==> config.mk <==
export PLATFORM = sky130hd
export DESIGN_NAME = lzsr_front
export DESIGN_NICKNAME = d
export VERILOG_FILES = /design/src/hdl/lzss_ring_image_decoder_top_macros.svh /design/src/hdl/lzsr_pkg.sv /design/src/hdl/lzsr_front.sv
export SDC_FILE = /design/constraint.sdc
export NUM_CORES = 1
export LEC_CHECK = 0
export ABC_CLOCK_PERIOD_IN_PS = 2900
export BUFFER_PORTS_ARGS = -buffer_cell sky130_fd_sc_hd__buf_2
export CAP_MARGIN = 10
export CORE_AREA = 4 4 55 57
export DETAILED_ROUTE_END_ITERATION = 10
export DIE_AREA = 0 0 59 61
export PLACE_DENSITY = 0.66
export SLEW_MARGIN = 10
export SYNTH_ARGS = -nofsm -noshare
export SYNTH_HDL_FRONTEND = slang
export SYNTH_SLANG_ARGS = --single-unit
export TNS_END_PERCENT = 5
==> constraint.sdc <==
create_clock -name clock -period 2.9 [get_ports clock]
set_clock_uncertainty 0.15 [all_clocks]
set_input_delay 0.29 -clock clock [delete_from_list [all_inputs] [get_ports clock]]
set_output_delay 0.29 -clock clock [all_outputs]
set_load 0.005 [all_outputs]
==> src/hdl/lzss_ring_image_decoder_top_macros.svh <==
// ---------------------------------------------------------------------------
// Assertion macros for the LZSS ring image decoder
// Concurrent assertion shorthands, one clock and one reset per use.
// ---------------------------------------------------------------------------
`ifndef LZSS_RING_IMAGE_DECODER_TOP_MACROS_SVH
`define LZSS_RING_IMAGE_DECODER_TOP_MACROS_SVH

// Same-cycle implication
`define LZSR_ASSERT_IMPL(label, clk, rst, ante, cons, msg) \
   label: assert property (@(posedge clk) disable iff (rst) (ante) |-> (cons)) \
      else $error(msg);

// Next-cycle implication
`define LZSR_ASSERT_NEXT(label, clk, rst, ante, cons, msg) \
   label: assert property (@(posedge clk) disable iff (rst) (ante) |=> (cons)) \
      else $error(msg);

`endif

==> src/hdl/lzsr_pkg.sv <==
// ---------------------------------------------------------------------------
// lzsr_pkg
// Shared types and constants of the LZSS ring image decoder.
// ---------------------------------------------------------------------------
package lzsr_pkg;

   // Ring size exponent default
   localparam int WINDOW_BITS_DEFAULT = 12;

   // Command queue between parser and copy engine
   localparam int QUEUE_DEPTH = 4;

   // Register file
   localparam int CSR_W     = 13;
   localparam int CSR_IDX_W = 1;
   localparam logic [CSR_IDX_W-1:0] CSR_IMAGE_WIDTH  = 1'd0;
   localparam logic [CSR_IDX_W-1:0] CSR_IMAGE_HEIGHT = 1'd1;
   localparam logic [CSR_W-1:0] IMAGE_WIDTH_RESET  = 13'd320;
   localparam logic [CSR_W-1:0] IMAGE_HEIGHT_RESET = 13'd200;

   // Token format
   localparam int DIST_BITS     = 12;
   localparam int LEN_W         = 5;
   localparam int MATCH_LEN_MIN = 3;
   localparam logic [7:0] FLAG_SENTINEL = 8'h80;
   localparam logic [7:0] FLAG_EMPTY    = 8'h01;

   typedef enum logic [1:0] {
      CMD_NONE    = 2'd0,
      CMD_LITERAL = 2'd1,
      CMD_MATCH   = 2'd2
   } cmd_kind_type;

   // One queued command: optional frame restart, then a token
   typedef struct packed {
      logic         restart;
      cmd_kind_type kind;
      logic [15:0]  data;
   } cmd_type;

endpackage

==> src/hdl/lzsr_front.sv <==
// ---------------------------------------------------------------------------
// lzsr_front
// Token parser: takes compressed bytes, tracks flag bits and match halves,
// and pushes literal, match and restart commands into the queue.
// ---------------------------------------------------------------------------
module lzsr_front (
   input  logic              clock,
   input  logic              reset,
   input  logic              req_valid,
   output logic              req_ready,
   input  logic [7:0]        req_in_byte,
   input  logic              req_frame_start,
   input  logic              q_full,
   output logic              q_push,
   output lzsr_pkg::cmd_type q_push_cmd
);

   typedef enum logic [3:0] {
      PH_FLAG    = 4'b0001,
      PH_LITERAL = 4'b0010,
      PH_HIGH    = 4'b0100,
      PH_LOW     = 4'b1000
   } phase_type;

   phase_type  phase_ff, phase_in;
   logic [7:0] flag_ff, flag_in;
   logic [7:0] high_ff, high_in;

   phase_type  cur_phase;
   phase_type  tok_phase;
   logic [7:0] cur_flag;
   logic [7:0] flag_shift;
   logic       accept;

   // Parse one byte per accepted handshake
   always_comb begin
      accept     = req_valid && !q_full;
      req_ready  = !q_full;
      cur_phase  = req_frame_start ? PH_FLAG : phase_ff;
      cur_flag   = req_frame_start ? lzsr_pkg::FLAG_EMPTY : flag_ff;
      flag_shift = {1'b0, cur_flag[7:1]};
      if (flag_shift == 8'h00) begin
         tok_phase = PH_FLAG;
      end else begin
         tok_phase = cur_flag[0] ? PH_HIGH : PH_LITERAL;
      end

      phase_in   = phase_ff;
      flag_in    = flag_ff;
      high_in    = high_ff;
      q_push     = 1'b0;
      q_push_cmd.restart = req_frame_start;
      q_push_cmd.kind    = lzsr_pkg::CMD_NONE;
      q_push_cmd.data    = {8'h00, req_in_byte};

      if (accept) begin
         case (cur_phase)
            PH_FLAG: begin
               flag_in  = lzsr_pkg::FLAG_SENTINEL | {1'b0, req_in_byte[7:1]};
               phase_in = req_in_byte[0] ? PH_HIGH : PH_LITERAL;
               q_push   = req_frame_start;
            end
            PH_LITERAL: begin
               q_push          = 1'b1;
               q_push_cmd.kind = lzsr_pkg::CMD_LITERAL;
               flag_in         = flag_shift;
               phase_in        = tok_phase;
            end
            PH_HIGH: begin
               high_in  = req_in_byte;
               phase_in = PH_LOW;
               q_push   = req_frame_start;
            end
            PH_LOW: begin
               q_push          = 1'b1;
               q_push_cmd.kind = lzsr_pkg::CMD_MATCH;
               q_push_cmd.data = {high_ff, req_in_byte};
               flag_in         = flag_shift;
               phase_in        = tok_phase;
            end
            default: begin
               phase_in = PH_FLAG;
            end
         endcase
      end
   end

   // Hold parser state
   always_ff @(posedge clock) begin
      if (reset) begin
         phase_ff <= PH_FLAG;
         flag_ff  <= lzsr_pkg::FLAG_EMPTY;
      end else begin
         phase_ff <= phase_in;
         flag_ff  <= flag_in;
      end
   end

   // Match high byte needs no reset
   always_ff @(posedge clock) begin
      high_ff <= high_in;
   end

endmodule

==> out/results.ini, run 1 <==
[yosys]
postSynthCellCount = 112
synth_top_cell_area_share_pct = 22.1
synth.most_common_cell = dfxtp_1
synth_warnings = 0
yosys.area.top_type = dfxtp_1
synthDistinctLibCells = 37
syn_area_um2 = 1090
synth_seq_cells = 20
syn-num-nets = 125
synth_edf_count = 8
async_flop_share_pct = 0
seq_area_frac_synth_pct = 44.1
ys_top_cells_by_count = dfxtp_1 (12), buf_4 (9), a21oi_1 (8), and2_1 (8), edfxtp_1 (8)
synth_ff_type = dfxtp_1
ys_top_cells_by_area = dfxtp_1 (22%), edfxtp_1 (22%), buf_4 (6.2%)
syn-mean-instance-area_um2 = 9.72

[power_and_ir_drop]
p_leak_nw = 0.509
powerDensity_nw_per_um2 = 482
ir_drop_v = 0.000237
finalPower_w = 0.000610

[floorplanning]
core_area_um2 = 2480
die_w_um = 59
design.die.area_um2 = 3600
fp-row-count = 18
start_util_pct = 43.9
io-pin-count = 34
die_h_um = 61

[drt]
vias = 921
via_per_inst = 5.55
drtIter0Drc = 28
drc = 0
routed_wl_um = 2270
dr.pass1.iters = 4
avgRoutedWirePerCell_um = 13.7
antenna_left = 0

[sta]
setup_viol = 0
post-route-period-util_pct = 82.5
worst_pin_slew_ns = 0.529
rsz0062_at_grt = no
setup_tns_ns = 0
hold_viol = 0
fmax_ghz = 0.418
period_minus_slack_ns = 2.39
slew_violations = 0
relSlewSlack_pct = 64.5
whs_ns = 0.0320

[cells_and_area]
diodes = 0
area_delta_synth_final_pct = 16.3
nFillCells = 245
multiInputGateArea_um2 = 482
seq_area_um2 = 480
fin_area_um2 = 1270
nNetsFinal = 150
drive_gt1_share_pct = 33.8

[worst_hold_path]
hold_path_class = input pin to flip-flop

[worst_setup_path]
critPathSlowestCell = or3_1
path_buf_inv = 1
cp_cell_sequence = or3_1, or2_1, a21oi_1, buf_2
cp_max_fo = 11
cp.arrival_ns = 1.95
crit_path_end_kind = primary output
critical_path.top_delay_family = simple AND/OR/NAND/NOR gates
crit_type = flip-flop to primary output
worst_path_largest_cell_delay_ns = 0.54
cp-start-kind = flip-flop
required_ns = 2.46

[clocking]
htreeDepth = 1
cts_made_buffers = 3
clock_latency_ns = 0.30
cts.sinks = 20
ctsResizeCount = 0
holdBufCountCts = 0
cts_setup_buffers = 0
cts-root-buf = clkbuf_4
path_clk_slew_ns = 0.11
cts_tree = done
cts.path.max_buffers = 2

[run_status]
status = finished, final reports clean

[global_route]
grt_overflow = 0
grt_first_pass_wirelength_um = 3630
grt_max_degree = 14
antenna_found_initial = 0
grt_use_total_pct = 13.5
grt_pass1_vias = 804

[placement]
io_buffers = 33
place_congestion = 0.875
place_area_um2 = 1210
place_hpwl_um = 1750

[run]
drv_cap = 0

[logic make-up (layout without fill, tap and decap cells)]
family                    count (synthesis)  after routing  share of synthesized area [%]
DFF                                      20             20                           44.1
xor gates and xnor gates                  2              2                           2.30
buffers and inverters                    22             46                           11.6
AOI/OAI and AO/OA                        33             33                           21.7
and+or+nand+nor                          35             35                           20.2
[per-stage QoR]
| step | util (%) | std cells | setup WS [ns] |
|---|---|---|---|
| detailed placement | 49.0 | 162 | 0.585 |
| global route | 51.1 | 166 | 0.359 |
| global placement | 49.0 | 162 | 0.625 |
| CTS | 51.1 | 166 | 0.510 |
| floorplan | - | 112 | 0.746 |
| finish | 51.1 | 166 | 0.509 |
[cell usage in the layout (no fill, tap or decap), drive strengths merged, types with 2 or more instances in the layout]
cell     count
buf         37
dfxtp       12
and2         8
a21oi        8
edfxtp       8
nor4b        7
nor2         7
o2bb2ai      6
o21ai        6
inv          5
nor4         3
or4          3
clkbuf       3
a221oi       3
nand2        2
a31oi        2
[where the power goes]
group          switching, W  total [W]  internal [W]
Clock             0.0000862   0.000226      0.000140
Sequential       0.00000907   0.000310      0.000301
Combinational     0.0000404  0.0000744     0.0000340
[worst paths after layout]
check | from | to | slack, ns | cells after the start
worst max-delay path | phase_ff[0] | q_push | 0.51 | 4
worst min-delay path | req_in_byte[1] | high_ff[1] | 0.03 | 1
worst max register to register | phase_ff[0] | phase_ff[2] | 0.60 | 4
worst min register to register | flag_ff[0] | flag_ff[0] | 0.32 | 2
[state kept, by name, summed over array words and instances (netlist names)]
| name | flops |
|---|---|
| phase_ff | 4 |
| high_ff | 8 |
| flag_ff | 8 |
[area by class of cell]
type	count	share of cell area, %
Timing Repair Buffer	37	15.4
Multi-Input combinational cell	70	38.0
Tap cell	30	2.96
Inverter	5	1.48
Clock buffer	3	1.78
Clock inverter	1	2.37
Sequential cell	20	37.9
[worst register-to-register path, cell delays in order (launching register included)]
cell	delay, ns
dfxtp_1	0.39
or3_1	0.54
or2_1	0.40
or4_1	0.50
a221oi_1	0.25
[layer usage]
layer	track usage, %	routed length [µm]
met1	17.6	989
met2	21.3	1030
met3	2.77	188
met4	6.80	59
met5	0	0
Note: power is estimated with default switching activity, not from simulation.
==> run 2: changes to the inputs <==
--- a/config.mk
+++ b/config.mk
@@ -5,7 +5,7 @@
 export SDC_FILE = /design/constraint.sdc
 export NUM_CORES = 1
 export LEC_CHECK = 0
-export ABC_CLOCK_PERIOD_IN_PS = 2900
+export ABC_CLOCK_PERIOD_IN_PS = 2200
 export BUFFER_PORTS_ARGS = -buffer_cell sky130_fd_sc_hd__buf_2
 export CAP_MARGIN = 10
 export CORE_AREA = 4 4 55 57
==> constraint.sdc (replaced) <==
create_clock -name clock -period 2.2 [get_ports clock]
set_clock_uncertainty 0.15 [all_clocks]
set_input_delay 0.22 -clock clock [delete_from_list [all_inputs] [get_ports clock]]
set_output_delay 0.22 -clock clock [all_outputs]
set_load 0.005 [all_outputs]
==> run 2 against run 1 <==
Against the previous run: sequential cell count stayed put; die area unchanged; clock power rose by 35%; sequential share of layout area is 3.7 points lower; final cell count is 8.4% higher; setup slack lost 0.49 ns; power rose by 36%.
==> out/results.ini, run 2 (synthesis gave the netlist of run 1 again) <==
[run_status]
status = finished, final reports clean

[sta]
period_minus_slack_ns = 2.19
slew_violations = 0
post-route-period-util_pct = 99.3
setup_viol = 0
worst_pin_slew_ns = 0.487
finalWorstSetupSlack_ns = 0.0144
fmax_ghz = 0.458
rsz0062_at_grt = yes
relSlewSlack_pct = 67.2
hold_viol = 0

[clocking]
cts_tree = done
cts.sinks = 20
cts.path.max_buffers = 2
cts_setup_buffers = 0
htreeDepth = 1
cts_made_buffers = 3
cts-root-buf = clkbuf_4
clock_latency_ns = 0.31
path_clk_slew_ns = 0.12

[global_route]
grt_first_pass_wirelength_um = 4170
grt_overflow = 0
grt_max_degree = 13
grt_use_total_pct = 15.2
grt_pass1_vias = 941
antenna_found_initial = 0

[cells_and_area]
drive_gt1_share_pct = 37.3
nNetsFinal = 164
diodes = 0
multiInputGateArea_um2 = 502
nFillCells = 218
final_cell_mix = buf_2 (34), dfxtp_1 (10)
final_common_cell = buf_2
seq_area_um2 = 485
area_delta_synth_final_pct = 30.2
reg.largest.list = flag_ff x8, high_ff x8, phase_ff x4

[drt]
dr.pass1.iters = 5
antenna_left = 0
via_per_inst = 5.51
vias = 991
avgRoutedWirePerCell_um = 13.9
drc = 0
routed_wl_um = 2490
drtIter0Drc = 19

[placement]
place_congestion = 0.835
place_hpwl_um = 1750
preCtsSetupSlack_ns = 0.182
io_buffers = 33

[worst_setup_path]
startpoint = phase_ff[0]
crit_type = flip-flop to primary output
regToRegStartpoint = phase_ff[0]
cp_max_fo = 10
path_buf_inv = 3
crit_path_end_kind = primary output
required_ns = 1.83
cp_cell_sequence = or3_4, buf_6, nor4_4, buf_4, and2_1, buf_2
worst_path_largest_cell_delay_ns = 0.40
cp.arrival_ns = 1.82
cp-start-kind = flip-flop
critical_path.top_delay_family = simple AND/OR/NAND/NOR gates
critPathSlowestCell = or3_4

[power_and_ir_drop]
ir_drop_v = 0.000354
finalPower_w = 0.000832
p_leak_nw = 0.576
powerDensity_nw_per_um2 = 587

[floorplanning]
die_w_um = 59
io-pin-count = 34
fp-row-count = 18
start_util_pct = 43.9
design.die.area_um2 = 3600
die_h_um = 61
core_area_um2 = 2480

[worst_hold_path]
hold_path_class = input pin to flip-flop
worstHoldStart = reset

[run]
drv_cap = 0

[run 2: cell types whose count changed in the layout (fill, tap and decap cells not counted)]
cell	delta
dlygate4sd3_1	+8
buf_4	+4
dfxtp_1	-2
buf_2	+1
buf_6	+1
dfxtp_2	+1
dfxtp_4	+1
nor4_1	-1
nor4_4	+1
or3_1	-1
or3_4	+1
[run 2: timing repair]
action                                  CTS  global route
cloned                                    1             0
endpoints found under the hold margin     8             0
pin swaps                                 0             0
endpoints found under the setup margin    8             8
hold buffers                              8             0
resized for setup                         7             1
[run 2: report_power, final]
part / internal [W] / switching, W / leakage [nW]
combinational: 0.0000600 / 0.0000603 / 0.377
clock: 0.000184 / 0.000120 / 0.0279
sequential: 0.000396 / 0.0000107 / 0.170
[run 2: area by class of cell]
type                    instances  share of cell area [%]
clock buffers                   3                    1.59
inverters                       5                    1.32
clock inverters                 1                    2.12
multi-input cells              70                    35.4
well taps                      30                    2.65
repair buffers                 51                    22.7
flip-flops and latches         20                    34.2
[run 2: path summary, 6_finish.rpt]
path                     to  slack [ns]  cells after the start
min             phase_ff[1]        0.01                      2
max          q_push_cmd[13]        0.01                      6
max reg2reg     phase_ff[2]        0.14                      4
min reg2reg      flag_ff[6]        0.34                      1
[run 2: metrics by stage]
step / TNS [ns] / cell area, µm² / std cells / hold slack, ns / utilization, %
floorplan: 0 / 1090 / 112 / 0.169 / -
global placement: 0 / 1250 / 167 / 0.279 / 50.5
detailed placement: 0 / 1250 / 167 / 0.279 / 50.5
CTS: 0 / 1420 / 180 / 0.0110 / 57.2
global route: -0.483 / 1420 / 180 / 0.0274 / 57.2
finish: 0 / 1420 / 180 / 0.0137 / 57.2
[run 2: layer usage]
layer / track usage (%) / vias up / wire length, µm
li1: - / 487 / -
met1: 19.9 / 455 / 1140
met2: 24.8 / 42 / 1150
met3: 2.77 / 7 / 152
met4: 6.47 / 0 / 48
met5: 0 / - / 0
