$ cat src/hdl/lzss_ring_image_decoder_top_macros.svh
// ---------------------------------------------------------------------------
// Assertion macros for the LZSS ring image decoder
// Concurrent assertion shorthands, one clock and one reset per use.
// ---------------------------------------------------------------------------
`ifndef LZSS_RING_IMAGE_DECODER_TOP_MACROS_SVH
`define LZSS_RING_IMAGE_DECODER_TOP_MACROS_SVH

// Same-cycle implication
`define LZSR_ASSERT_IMPL(label, clk, rst, ante, cons, msg) \
   label: assert property (@(posedge clk) disable iff (rst) (ante) |-> (cons)) \
      else $error(msg);

// Next-cycle implication
`define LZSR_ASSERT_NEXT(label, clk, rst, ante, cons, msg) \
   label: assert property (@(posedge clk) disable iff (rst) (ante) |=> (cons)) \
      else $error(msg);

`endif

$ cat src/hdl/lzsr_pkg.sv
// ---------------------------------------------------------------------------
// lzsr_pkg
// Shared types and constants of the LZSS ring image decoder.
// ---------------------------------------------------------------------------
package lzsr_pkg;

   // Ring size exponent default
   localparam int WINDOW_BITS_DEFAULT = 12;

   // Command queue between parser and copy engine
   localparam int QUEUE_DEPTH = 4;

   // Register file
   localparam int CSR_W     = 13;
   localparam int CSR_IDX_W = 1;
   localparam logic [CSR_IDX_W-1:0] CSR_IMAGE_WIDTH  = 1'd0;
   localparam logic [CSR_IDX_W-1:0] CSR_IMAGE_HEIGHT = 1'd1;
   localparam logic [CSR_W-1:0] IMAGE_WIDTH_RESET  = 13'd320;
   localparam logic [CSR_W-1:0] IMAGE_HEIGHT_RESET = 13'd200;

   // Token format
   localparam int DIST_BITS     = 12;
   localparam int LEN_W         = 5;
   localparam int MATCH_LEN_MIN = 3;
   localparam logic [7:0] FLAG_SENTINEL = 8'h80;
   localparam logic [7:0] FLAG_EMPTY    = 8'h01;

   typedef enum logic [1:0] {
      CMD_NONE    = 2'd0,
      CMD_LITERAL = 2'd1,
      CMD_MATCH   = 2'd2
   } cmd_kind_type;

   // One queued command: optional frame restart, then a token
   typedef struct packed {
      logic         restart;
      cmd_kind_type kind;
      logic [15:0]  data;
   } cmd_type;

endpackage

$ cat src/hdl/lzsr_queue.sv
// ---------------------------------------------------------------------------
// lzsr_queue
// Small command FIFO that decouples the parser from the copy engine.
// ---------------------------------------------------------------------------
module lzsr_queue #(
   parameter int DEPTH = lzsr_pkg::QUEUE_DEPTH
) (
   input  logic              clock,
   input  logic              reset,
   input  logic              push,
   input  lzsr_pkg::cmd_type push_cmd,
   output logic              full,
   input  logic              pop,
   output logic              head_valid,
   output lzsr_pkg::cmd_type head_cmd
);

   localparam int AW = (DEPTH > 1) ? $clog2(DEPTH) : 1;
   localparam int CW = $clog2(DEPTH + 1);

   lzsr_pkg::cmd_type entry_ff [DEPTH];
   logic [AW-1:0] wr_ptr_ff, wr_ptr_in;
   logic [AW-1:0] rd_ptr_ff, rd_ptr_in;
   logic [CW-1:0] count_ff, count_in;
   logic          do_push;
   logic          do_pop;

   // Advance pointers and count
   always_comb begin
      full       = (count_ff == CW'(DEPTH));
      head_valid = (count_ff != '0);
      head_cmd   = entry_ff[rd_ptr_ff];
      do_push    = push && !full;
      do_pop     = pop && head_valid;
      wr_ptr_in  = wr_ptr_ff;
      rd_ptr_in  = rd_ptr_ff;
      count_in   = count_ff;
      if (do_push) begin
         wr_ptr_in = (wr_ptr_ff == AW'(DEPTH - 1)) ? '0 : wr_ptr_ff + AW'(1);
      end
      if (do_pop) begin
         rd_ptr_in = (rd_ptr_ff == AW'(DEPTH - 1)) ? '0 : rd_ptr_ff + AW'(1);
      end
      if (do_push && !do_pop) begin
         count_in = count_ff + CW'(1);
      end else if (do_pop && !do_push) begin
         count_in = count_ff - CW'(1);
      end
   end

   always_ff @(posedge clock) begin
      if (reset) begin
         wr_ptr_ff <= '0;
         rd_ptr_ff <= '0;
         count_ff  <= '0;
      end else begin
         wr_ptr_ff <= wr_ptr_in;
         rd_ptr_ff <= rd_ptr_in;
         count_ff  <= count_in;
      end
   end

   // Store pushed command
   always_ff @(posedge clock) begin
      if (do_push) begin
         entry_ff[wr_ptr_ff] <= push_cmd;
      end
   end

endmodule

$ cat config.mk
export PLATFORM = sky130hd
export DESIGN_NAME = lzsr_queue
export DESIGN_NICKNAME = d
export VERILOG_FILES = /design/src/hdl/lzss_ring_image_decoder_top_macros.svh /design/src/hdl/lzsr_pkg.sv /design/src/hdl/lzsr_queue.sv
export SDC_FILE = /design/constraint.sdc
export NUM_CORES = 1
export LEC_CHECK = 0
export BUFFER_PORTS_ARGS = -buffer_cell sky130_fd_sc_hd__buf_2
export CAP_MARGIN = 40
export CELL_PAD_IN_SITES_DETAIL_PLACEMENT = 0
export CELL_PAD_IN_SITES_GLOBAL_PLACEMENT = 1
export CORE_ASPECT_RATIO = 0.6
export CORE_UTILIZATION = 49
export CTS_CLUSTER_SIZE = 28
export DETAILED_ROUTE_END_ITERATION = 7
export GPL_ROUTABILITY_DRIVEN = 0
export PLACE_DENSITY = 0.86
export SLEW_MARGIN = 5
export SYNTH_ARGS = -nofsm -noshare
export SYNTH_HDL_FRONTEND = slang
export SYNTH_SLANG_ARGS = --single-unit
$ cat constraint.sdc
create_clock -name clock -period 2.37 [get_ports clock]
set_input_delay 0.474 -clock clock [delete_from_list [all_inputs] [get_ports clock]]
set_output_delay 0.474 -clock clock [all_outputs]
set_load 0.01 [all_outputs]
==> flow_summary.json, run 1 <==
{
  "r2r_cells": 9,
  "crit_cells": 9,
  "hp-class": "primary input to flip-flop",
  "drt-met1-wl_um": 2320,
  "antenna_left": 0,
  "grt_use_total_pct": 17.1,
  "met3_length_um": 213,
  "path_clk_slew_ps": 80,
  "max_stage_delay_ps": 430,
  "synth_top_family_by_area": "multiplexers",
  "p_total_mw": 3.92,
  "first_pass_iters": 4,
  "final_layout_size_suffix_gt1_share_pct": 44.0,
  "highest_layer": "met4",
  "synthMuxAreaShare_pct": 13.8,
  "cts_tree": "done",
  "drc": 0,
  "relSlewSlack_pct": 62.7,
  "fin_skew_ps": 6.94,
  "cp_max_fo": 7,
  "tightest_slew_ps": 559,
  "clk_path_buf_depth": 2,
  "cp.required_ps": 2650,
  "synth_seq_cells": 85,
  "synth_area_um2": 3240,
  "dieWidth_um": 107,
  "clock_latency_ps": 350,
  "p_leak_nw": 1.36,
  "fin_nets": 234,
  "yosysWarnings": 0,
  "crit_end": "count_ff[2]",
  "synth_cell_types": 27,
  "cp_data_arrival_time_ps": 2460,
  "rsz0062_at_grt": "false",
  "worst-r2r-setup-slack_ps": 200,
  "r2r_end": "count_ff[2]",
  "dr.first_iter.drc_count": 80,
  "dieArea_um2": 6960,
  "n_antenna_cell": 0,
  "synth_fa_ha_area_share_pct": 2.93,
  "critPathBufInv": 2,
  "setup_viol": 0,
  "fin_crit_ps": 2170,
  "min_period_over_period_pct": 91.7,
  "synthSimpleGateAreaFrac_pct": 2.74,
  "startpoint": "count_ff[1]",
  "final_core_util_pct": 61.2,
  "power_density_nw_per_um2": 1020,
  "routed-wl-met2_um": 2520,
  "status": "completed",
  "numClockSinks": 85,
  "timing.final.max_slew_violations": 0,
  "cts.htree.levels": 3,
  "grt_overflow_total": 0,
  "vias": 1558,
  "ys_seq_area_share_pct": 75.9,
  "avgRoutedWirePerCell_um": 17.6,
  "cts_buffers": 9,
  "std_cell_rows": 22,
  "portBuffers": 43,
  "coreArea_um2": 6250,
  "initial_core_util_pct": 51.9,
  "avgSynthCellArea_um2": 21.8,
  "synth_xor_area_share_pct": 0.540,
  "drt_wl_total_um": 5150,
  "crit_slowest_cell": "dfxtp_1",
  "cap_violations": 0,
  "hold_viol_final": 0,
  "cts_root_buf": "clkbuf_8",
  "r2r_start": "count_ff[1]",
  "tns_ps": 0,
  "grt_pass1_wl_um": 8370,
  "cts_setup_buffers": 0,
  "syn-num-nets": 179,
  "synth_cells": 149,
  "worstSetupPathType": "flip-flop to flip-flop",
  "area_growth_pct": 18.0,
  "grt_max_degree": 20,
  "worstSetupStartpointType": "flip-flop",
  "vias_per_cell": 5.32,
  "fmax_ghz": 0.460,
  "hpwl_um": 3590,
  "grt_antenna_before_repair": 0,
  "ios": 44,
  "irDropWorstVdd_mv": 0.395,
  "cp-end-kind": "flip-flop",
  "critPathTopFamily": "simple AND/OR/NAND/NOR gates",
  "cp_cell_sequence": "or3b_4 > clkinv_4 > nor2_2 > ha_1 > inv_1 > fa_1 > xor2_1 > or3_1 > a21oi_1",
  "grt_pass1_vias": 1635,
  "die-height_um": 65.0,
  "synth_compound_area_share_pct": 1.54
}
==> where the power goes <==
part	switching (mW)	internal, mW	total [mW]
clock network	0.507	0.631	1.14
logic	0.450	0.447	0.897
registers	0.0697	1.82	1.89
total	1.03	2.89	3.92
==> cells in the mapped netlist <==
cell | instances | area share [%]
a21oi_1 | 3 | 0.46
and3_1 | 4 | 0.77
buf_2 | 1 | 0.15
buf_4 | 1 | 0.23
buf_6 | 2 | 0.69
bufinv_8 | 1 | 0.54
clkbuf_1 | 1 | 0.12
clkbuf_2 | 1 | 0.15
clkinv_4 | 1 | 0.27
dfxtp_1 | 9 | 5.6
edfxtp_1 | 76 | 70
fa_1 | 1 | 0.62
ha_1 | 6 | 2.3
inv_1 | 3 | 0.35
mux2i_1 | 2 | 0.62
mux4_2 | 19 | 13
nand2_1 | 1 | 0.12
nand3_1 | 2 | 0.31
nor2_1 | 3 | 0.35
nor2_2 | 1 | 0.19
nor3_1 | 1 | 0.15
o21ai_0 | 1 | 0.15
o21ai_1 | 1 | 0.15
o31ai_2 | 2 | 0.77
or3_1 | 3 | 0.58
or3b_1 | 1 | 0.27
xor2_1 | 2 | 0.54
==> layout by cell type, fill, tap and decap left out <==
| cell type | count |
|---|---|
| nand3_1 | 2 |
| clkbuf_8 | 10 |
| o21ai_1 | 1 |
| mux4_2 | 19 |
| buf_6 | 3 |
| or3b_4 | 1 |
| o21ai_0 | 1 |
| ha_1 | 6 |
| nor3_1 | 1 |
| edfxtp_1 | 76 |
| o31ai_2 | 2 |
| nor2_1 | 3 |
| clkinvlp_4 | 1 |
| fa_1 | 1 |
| clkinv_4 | 2 |
| buf_8 | 1 |
| dfxtp_1 | 8 |
| xor2_1 | 2 |
| nor2_2 | 1 |
| bufinv_16 | 2 |
| bufinv_8 | 1 |
| dfxtp_2 | 1 |
| mux2i_1 | 2 |
| buf_2 | 43 |
| and3_1 | 4 |
| inv_6 | 2 |
| a21oi_1 | 3 |
| or3_1 | 3 |
| nand2_1 | 1 |
| inv_1 | 3 |
| buf_4 | 3 |
==> per-layer routing <==
| metal | track usage [%] | vias up |
|---|---|---|
| met1 | 22.4 | 806 |
| met4 | 8.39 | 0 |
| met2 | 25.6 | 36 |
| met3 | 5.94 | 7 |
| met5 | 0 | - |
| li1 | - | 709 |
==> stage by stage <==
stage	hold slack [ps]	cells	cell area [µm²]	worst slack, ps
2_1_floorplan	463	149	3240	290
3_3_place_gp	483	273	3540	190
3_5_place_dp	491	277	3590	48.5
4_1_cts	325	293	3820	27.5
5_1_grt	322	293	3830	28.9
6_report	338	293	3830	196
==> registers in the layout (all words and copies together), names as in the netlist, named ones only <==
register	count
wr_ptr_ff	2
count_ff	3
rd_ptr_ff	2
entry_ff	76
==> how the worst min path moves through the flow <==
stage | to | slack (ps) | from | cells past startpoint
floorplan | flip-flop | 460 | rd_ptr_ff[0] | 2
global placement | rd_ptr_ff[0] | 480 | rd_ptr_ff[0] | 2
global route | entry_ff[1][4] | 320 | push_cmd[4] | 1
finish | entry_ff[3][17] | 340 | push_cmd[17] | 1
detailed placement | flip-flop | 490 | rd_ptr_ff[0] | 2
CTS | entry_ff[0][17] | 330 | push_cmd[17] | 1
==> area by class of cell <==
type	count	area, µm²
inverter	5	37.5
fill	456	2420
clock inverter	6	93.8
clock buffer	10	138
sequential	85	2460
multi-input combinational	53	702
tap	84	105
timing repair buffer	50	287
==> cell families (layout without fill, tap and decap cells) <==
logic type / Yosys count / count (layout)
AOI/OAI and AO/OA: 7 / 7
xor gates and xnor gates: 2 / 2
adders and majority gates: 7 / 7
buffers and inverters: 11 / 71
DFF: 85 / 85
muxes: 21 / 21
and+or+nand+nor: 16 / 16
==> worst register-to-register path: cells and delay by family (launching register included) <==
family | cells | cell delay [ps]
AO/OA/AOI/OAI | 1 | 150
XOR/XNOR | 1 | 170
adder cells (fa/ha/maj) | 2 | 570
buffers and inverters | 2 | 120
flip-flops | 1 | 430
AND/OR/NAND/NOR | 3 | 660
==> what timing repair did <==
action                                  in CTS  in global routing
endpoints found under the setup margin       0                  1
gates resized for setup                      0                  2
hold buffers                                 0                  0
No activity file was read; power rests on OpenSTA's default activity.
==> run 2: changes to the inputs <==
--- a/config.mk
+++ b/config.mk
@@ -14,7 +14,7 @@
 export CTS_CLUSTER_SIZE = 28
 export DETAILED_ROUTE_END_ITERATION = 7
 export GPL_ROUTABILITY_DRIVEN = 0
-export PLACE_DENSITY = 0.86
+export PLACE_DENSITY_LB_ADDON = 0.1
 export SLEW_MARGIN = 5
 export SYNTH_ARGS = -nofsm -noshare
 export SYNTH_HDL_FRONTEND = slang
==> run 2 against run 1 <==
  * Cell count unchanged
  * Setup slack worse by 14 ps
  * Sequential share of layout area up 0.46 points
  * Worst hold slack better by 5.3 ps
  * Die area unchanged
  * Register-to-register slack about the same
  * Maximum frequency down 0.63%
==> flow_summary.json, run 2 (same netlist as run 1, synthesis figures left out) <==
{
  "status": "completed",
  "cts_root_buf": "clkbuf_8",
  "drc": 0,
  "vias": 1506,
  "path_clk_slew_ps": 80,
  "ios": 44,
  "grt_max_degree": 15,
  "worstSetupStartpointType": "flip-flop",
  "worstSetupPathType": "flip-flop to flip-flop",
  "grt_pass1_vias": 1615,
  "cts_buffers": 9,
  "timing.final.max_slew_violations": 0,
  "fin_skew_ps": 7.40,
  "hold_viol_final": 0,
  "grt_use_total_pct": 16.7,
  "p_leak_nw": 1.34,
  "mostFrequentLayoutCell": "edfxtp_1",
  "rsz0062_at_grt": "false",
  "regMostFlops": "entry_ff",
  "grt_overflow_total": 0,
  "hp-class": "primary input to flip-flop",
  "dr.first_iter.drc_count": 56,
  "clock_latency_ps": 340,
  "cp_data_arrival_time_ps": 2460,
  "cts_setup_buffers": 0,
  "cts.htree.levels": 3,
  "finalNonFillerCells": 293,
  "crit_slowest_cell": "dfxtp_1",
  "dieArea_um2": 6960,
  "preCtsSetupSlack_ps": 81.7,
  "fin_nets": 234,
  "vias_per_cell": 5.14,
  "fin_crit_ps": 2190,
  "coreArea_um2": 6250,
  "largest_register_ffs": 76,
  "std_cell_rows": 22,
  "cp-end-kind": "flip-flop",
  "die-height_um": 65.0,
  "cts_tree": "done",
  "reg.largest.list": "entry_ff (76), count_ff (3)",
  "tightest_slew_ps": 525,
  "drt_wl_total_um": 4870,
  "relSlewSlack_pct": 65.0,
  "max_stage_delay_ps": 440,
  "area_growth_pct": 17.1,
  "cp_cell_sequence": "or3b_4 > clkinv_4 > nor2_2 > ha_1 > inv_1 > fa_1 > xor2_1 > or3_1 > a21oi_1",
  "cap_violations": 0,
  "fmax_ghz": 0.457,
  "setup_viol": 0,
  "final_layout_size_suffix_gt1_share_pct": 42.1,
  "cp.required_ps": 2650,
  "dieWidth_um": 107,
  "ctsHoldBuffers": 0,
  "placedCellCount": 277,
  "tns_ps": 0,
  "finalWorstSetupSlack_ps": 182,
  "hpwl_um": 3330,
  "n_antenna_cell": 0,
  "power_density_nw_per_um2": 958,
  "antenna_left": 0,
  "numClockSinks": 85,
  "portBuffers": 43,
  "grt_pass1_wl_um": 8090,
  "grt_antenna_before_repair": 0,
  "clk_path_buf_depth": 2,
  "min_period_over_period_pct": 92.3,
  "mostFrequentLayoutCells": "edfxtp_1, buf_2, mux4_2",
  "initial_core_util_pct": 51.9,
  "first_pass_iters": 4,
  "irDropWorstVdd_mv": 0.425,
  "cp_max_fo": 7,
  "avgRoutedWirePerCell_um": 16.6
}
## run 2: changes by cell type in the layout (fill, tap and decap cells not counted), sizes merged
cell / change
bufinv: -2
inv: -2
clkinv: +3
clkinvlp: +1
## run 2: worst max-delay path, delay by kind of cell, from the launching register on
kind | cells | cell delay, ps
XOR/XNOR | 1 | 170
AND/OR/NAND/NOR | 3 | 670
adder cells (fa/ha/maj) | 2 | 570
buffers and inverters | 2 | 130
flip-flops | 1 | 440
AO/OA/AOI/OAI | 1 | 140
## run 2: cell type report
type | instances | area [µm²]
Clock buffer | 10 | 128
Inverter | 5 | 37.5
Sequential cell | 85 | 2460
Clock inverter | 6 | 40.0
Multi-Input combinational cell | 53 | 702
Fill cell | 436 | 2450
Tap cell | 84 | 105
Timing Repair Buffer | 50 | 323
## run 2: timing repair
action,4_1_cts,5_1_grt
endpoints found under the setup margin,0,1
hold endpoints to repair,0,0
resized for setup,0,1
## run 2: final timing paths
path	end	slack (ps)	from	cells after the start
max	count_ff[2]	180	count_ff[0]	9
min	entry_ff[2][3]	340	push_cmd[3]	1
max reg2reg	count_ff[2]	180	count_ff[0]	9
min reg2reg	rd_ptr_ff[0]	500	rd_ptr_ff[0]	2
## run 2: per-stage QoR
| stage | hold WS, ps | total power, mW | area (µm²) | utilization [%] |
|---|---|---|---|---|
| finish | 344 | 3.64 | 3800 | 60.8 |
| global route | 320 | 3.83 | 3800 | 60.8 |
| floorplan | 463 | 2.52 | 3240 | - |
| global placement | 481 | 2.78 | 3550 | 56.9 |
| CTS | 326 | 3.68 | 3790 | 60.7 |
| detailed placement | 496 | 2.84 | 3630 | 58.0 |
## run 2: metal layers
metal,wire length [µm],part of all wire [%],up-vias,GRT usage [%]
met4,52,1.1,0,7.36
met2,2380,49,43,26.5
met3,278,5.7,7,6.04
met1,2160,44,743,20.7
met5,0,0,-,0
li1,-,-,713,-
## run 2: where the power goes
group	leakage (nW)	internal [mW]	switching, mW
registers	0.771	1.81	0.0784
logic	0.488	0.462	0.441
clock network	0.0776	0.377	0.465
==> run 3: changes to the inputs <==
--- a/config.mk
+++ b/config.mk
@@ -5,16 +5,17 @@
 export SDC_FILE = /design/constraint.sdc
 export NUM_CORES = 1
 export LEC_CHECK = 0
-export BUFFER_PORTS_ARGS = -buffer_cell sky130_fd_sc_hd__buf_2
 export CAP_MARGIN = 40
 export CELL_PAD_IN_SITES_DETAIL_PLACEMENT = 0
 export CELL_PAD_IN_SITES_GLOBAL_PLACEMENT = 1
 export CORE_ASPECT_RATIO = 0.6
-export CORE_UTILIZATION = 49
+export CORE_UTILIZATION = 48
 export CTS_CLUSTER_SIZE = 28
 export DETAILED_ROUTE_END_ITERATION = 7
+export DONT_BUFFER_PORTS = 1
 export GPL_ROUTABILITY_DRIVEN = 0
 export PLACE_DENSITY_LB_ADDON = 0.1
+export RECOVER_POWER = 25
 export SLEW_MARGIN = 5
 export SYNTH_ARGS = -nofsm -noshare
 export SYNTH_HDL_FRONTEND = slang
==> constraint.sdc (replaced) <==
create_clock -name clock -period 1.8 [get_ports clock]
set_input_delay 0.36 -clock clock [delete_from_list [all_inputs] [get_ports clock]]
set_output_delay 0.36 -clock clock [all_outputs]
set_load 0.01 [all_outputs]
==> run 3 against run 2 <==
  * The run now ends with negative setup slack left
  * Cell count shrank 8.5%
  * Critical path depth unchanged
  * Routed wire length is 15% higher
  * Worst hold slack got worse by 270 ps
  * Die area grew 2.0%
  * Critical endpoint unchanged
  * Highest routed layer unchanged
==> flow_summary.json, run 3 (same netlist as run 1, synthesis figures left out) <==
{
  "status": "complete, but fails checks",
  "violations": "negative setup slack",
  "fmax_ghz": 0.502,
  "power_density_nw_per_um2": 1350,
  "cts_buffers": 9,
  "cts_root_buf": "clkbuf_8",
  "cp.required_ps": 2070,
  "fillers": 440,
  "r2r_cells": 9,
  "cts_tree": "done",
  "final_layout_size_suffix_gt1_share_pct": 39.7,
  "numClockSinks": 85,
  "dieArea_um2": 7100,
  "grt_use_total_pct": 18.0,
  "ios": 44,
  "reg.largest.list": "entry_ff (76), count_ff (3)",
  "final_core_util_pct": 60.0,
  "tightest_slew_ps": 268,
  "vias_per_cell": 5.49,
  "fin_crit_ps": 1990,
  "ctsHoldBuffers": 0,
  "min_period_over_period_pct": 111,
  "mostFrequentLayoutCells": "edfxtp_1, buf_4, mux4_2",
  "finalInstanceArea_um2": 3780,
  "hold_slack_ps": 72.6,
  "drc": 0,
  "regArea_um2": 2470,
  "timing.final.max_slew_violations": 0,
  "portBuffers": 0,
  "fin_skew_ps": 5.96,
  "rsz0062_at_grt": "true",
  "cts.htree.levels": 3,
  "p_leak_nw": 1.27,
  "vias": 1472,
  "initial_core_util_pct": 51.4,
  "cp_data_arrival_time_ps": 2260,
  "avgRoutedWirePerCell_um": 20.9,
  "mostFrequentLayoutCell": "edfxtp_1",
  "relSlewSlack_pct": 82.0,
  "coreArea_um2": 6300,
  "clock_latency_ps": 340,
  "setup_viol": 2,
  "grt_antenna_before_repair": 0,
  "met2_usage_pct": 28.3,
  "irDropWorstVdd_mv": 0.578,
  "first_pass_iters": 4,
  "finalWorstSetupSlack_ps": -193,
  "clk_path_buf_depth": 2,
  "busiest_layer": "met2",
  "whs_path_depth": 1,
  "grt_pass1_vias": 1589,
  "worstSetupStartpointType": "flip-flop",
  "std_cell_rows": 22,
  "cap_violations": 0,
  "die-height_um": 65.7,
  "area_growth_pct": 16.7,
  "largest_register_ffs": 76,
  "cp_max_fo": 2,
  "dieWidth_um": 108,
  "grt_max_degree": 16,
  "path_clk_slew_ps": 80,
  "multi_input_area_um2": 734,
  "grtUsageMet3_pct": 7.14,
  "finalNonFillerCells": 268,
  "dr.first_iter.drc_count": 82,
  "antenna_left": 0,
  "placedCellCount": 248,
  "worstSetupPathType": "flip-flop to flip-flop",
  "hold_viol_final": 0,
  "n_antenna_cell": 0,
  "drt_wl_total_um": 5600,
  "grt_pass1_wl_um": 8800,
  "regMostFlops": "entry_ff",
  "cp-end-kind": "flip-flop",
  "met1_usage_pct": 22.9,
  "grt_overflow_total": 0,
  "fin_nets": 209,
  "hp-class": "primary input to flip-flop",
  "place_area_um2": 3490,
  "hpwl_um": 3660
}
-- run 3: changes by cell type in the layout (fill, tap and decap cells not counted), sizes merged --
cell      change
clkinvlp      +1
clkinv        -4
buf          -25
inv           +2
bufinv        +1
-- run 3: area by class of cell --
type	count	area share, %
clock inverters	6	1.85
well taps	84	2.78
clock buffers	10	3.37
inverters	5	0.992
repair buffers	25	6.21
multi-input cells	53	19.4
flip-flops and latches	85	65.4
-- run 3: worst max-delay path, cell delays in order (launching register included) --
cell      delay [ps]
dfxtp_2          340
or3b_4           250
clkinv_4          50
nor2_4           130
ha_4             150
inv_2             40
fa_2             320
xor2_1           150
or3_1            340
a21oi_2          150
-- run 3: power by group --
group          switching [mW]  leakage [nW]  internal [mW]
clock                   0.667        0.0895          0.651
combinational           0.626         0.409          0.659
sequential              0.100         0.773           2.41
-- run 3: final timing paths --
path	from	endpoint	slack (ps)
worst min-delay path	reset	count_ff[0]	70
worst max register to register	count_ff[2]	count_ff[2]	-190
worst min register to register	rd_ptr_ff[0]	flip-flop	490
worst max-delay path	count_ff[2]	count_ff[2]	-190
-- run 3: metrics by stage --
stage	setup WS [ps]	setup TNS, ps	power (mW)
after CTS	-129	-1470	5.22
after detailed placement	-159	-207	3.69
final	-193	-196	5.11
after global routing	-250	-1140	5.34
after floorplan	-146	-207	3.34
after global placement	-80.6	-80.6	3.63
-- run 3: timing repair --
action                     CTS  global route
gates cloned                 2             0
gates resized for setup     13             5
pin swaps                    4             1
setup buffers                5             1
setup endpoints to repair   21            21
-- run 3: routing by layer --
metal,vias up,share of wire [%]
li1,661,-
met1,770,45
met2,37,48
met3,4,6.3
met4,0,0.91
met5,-,0
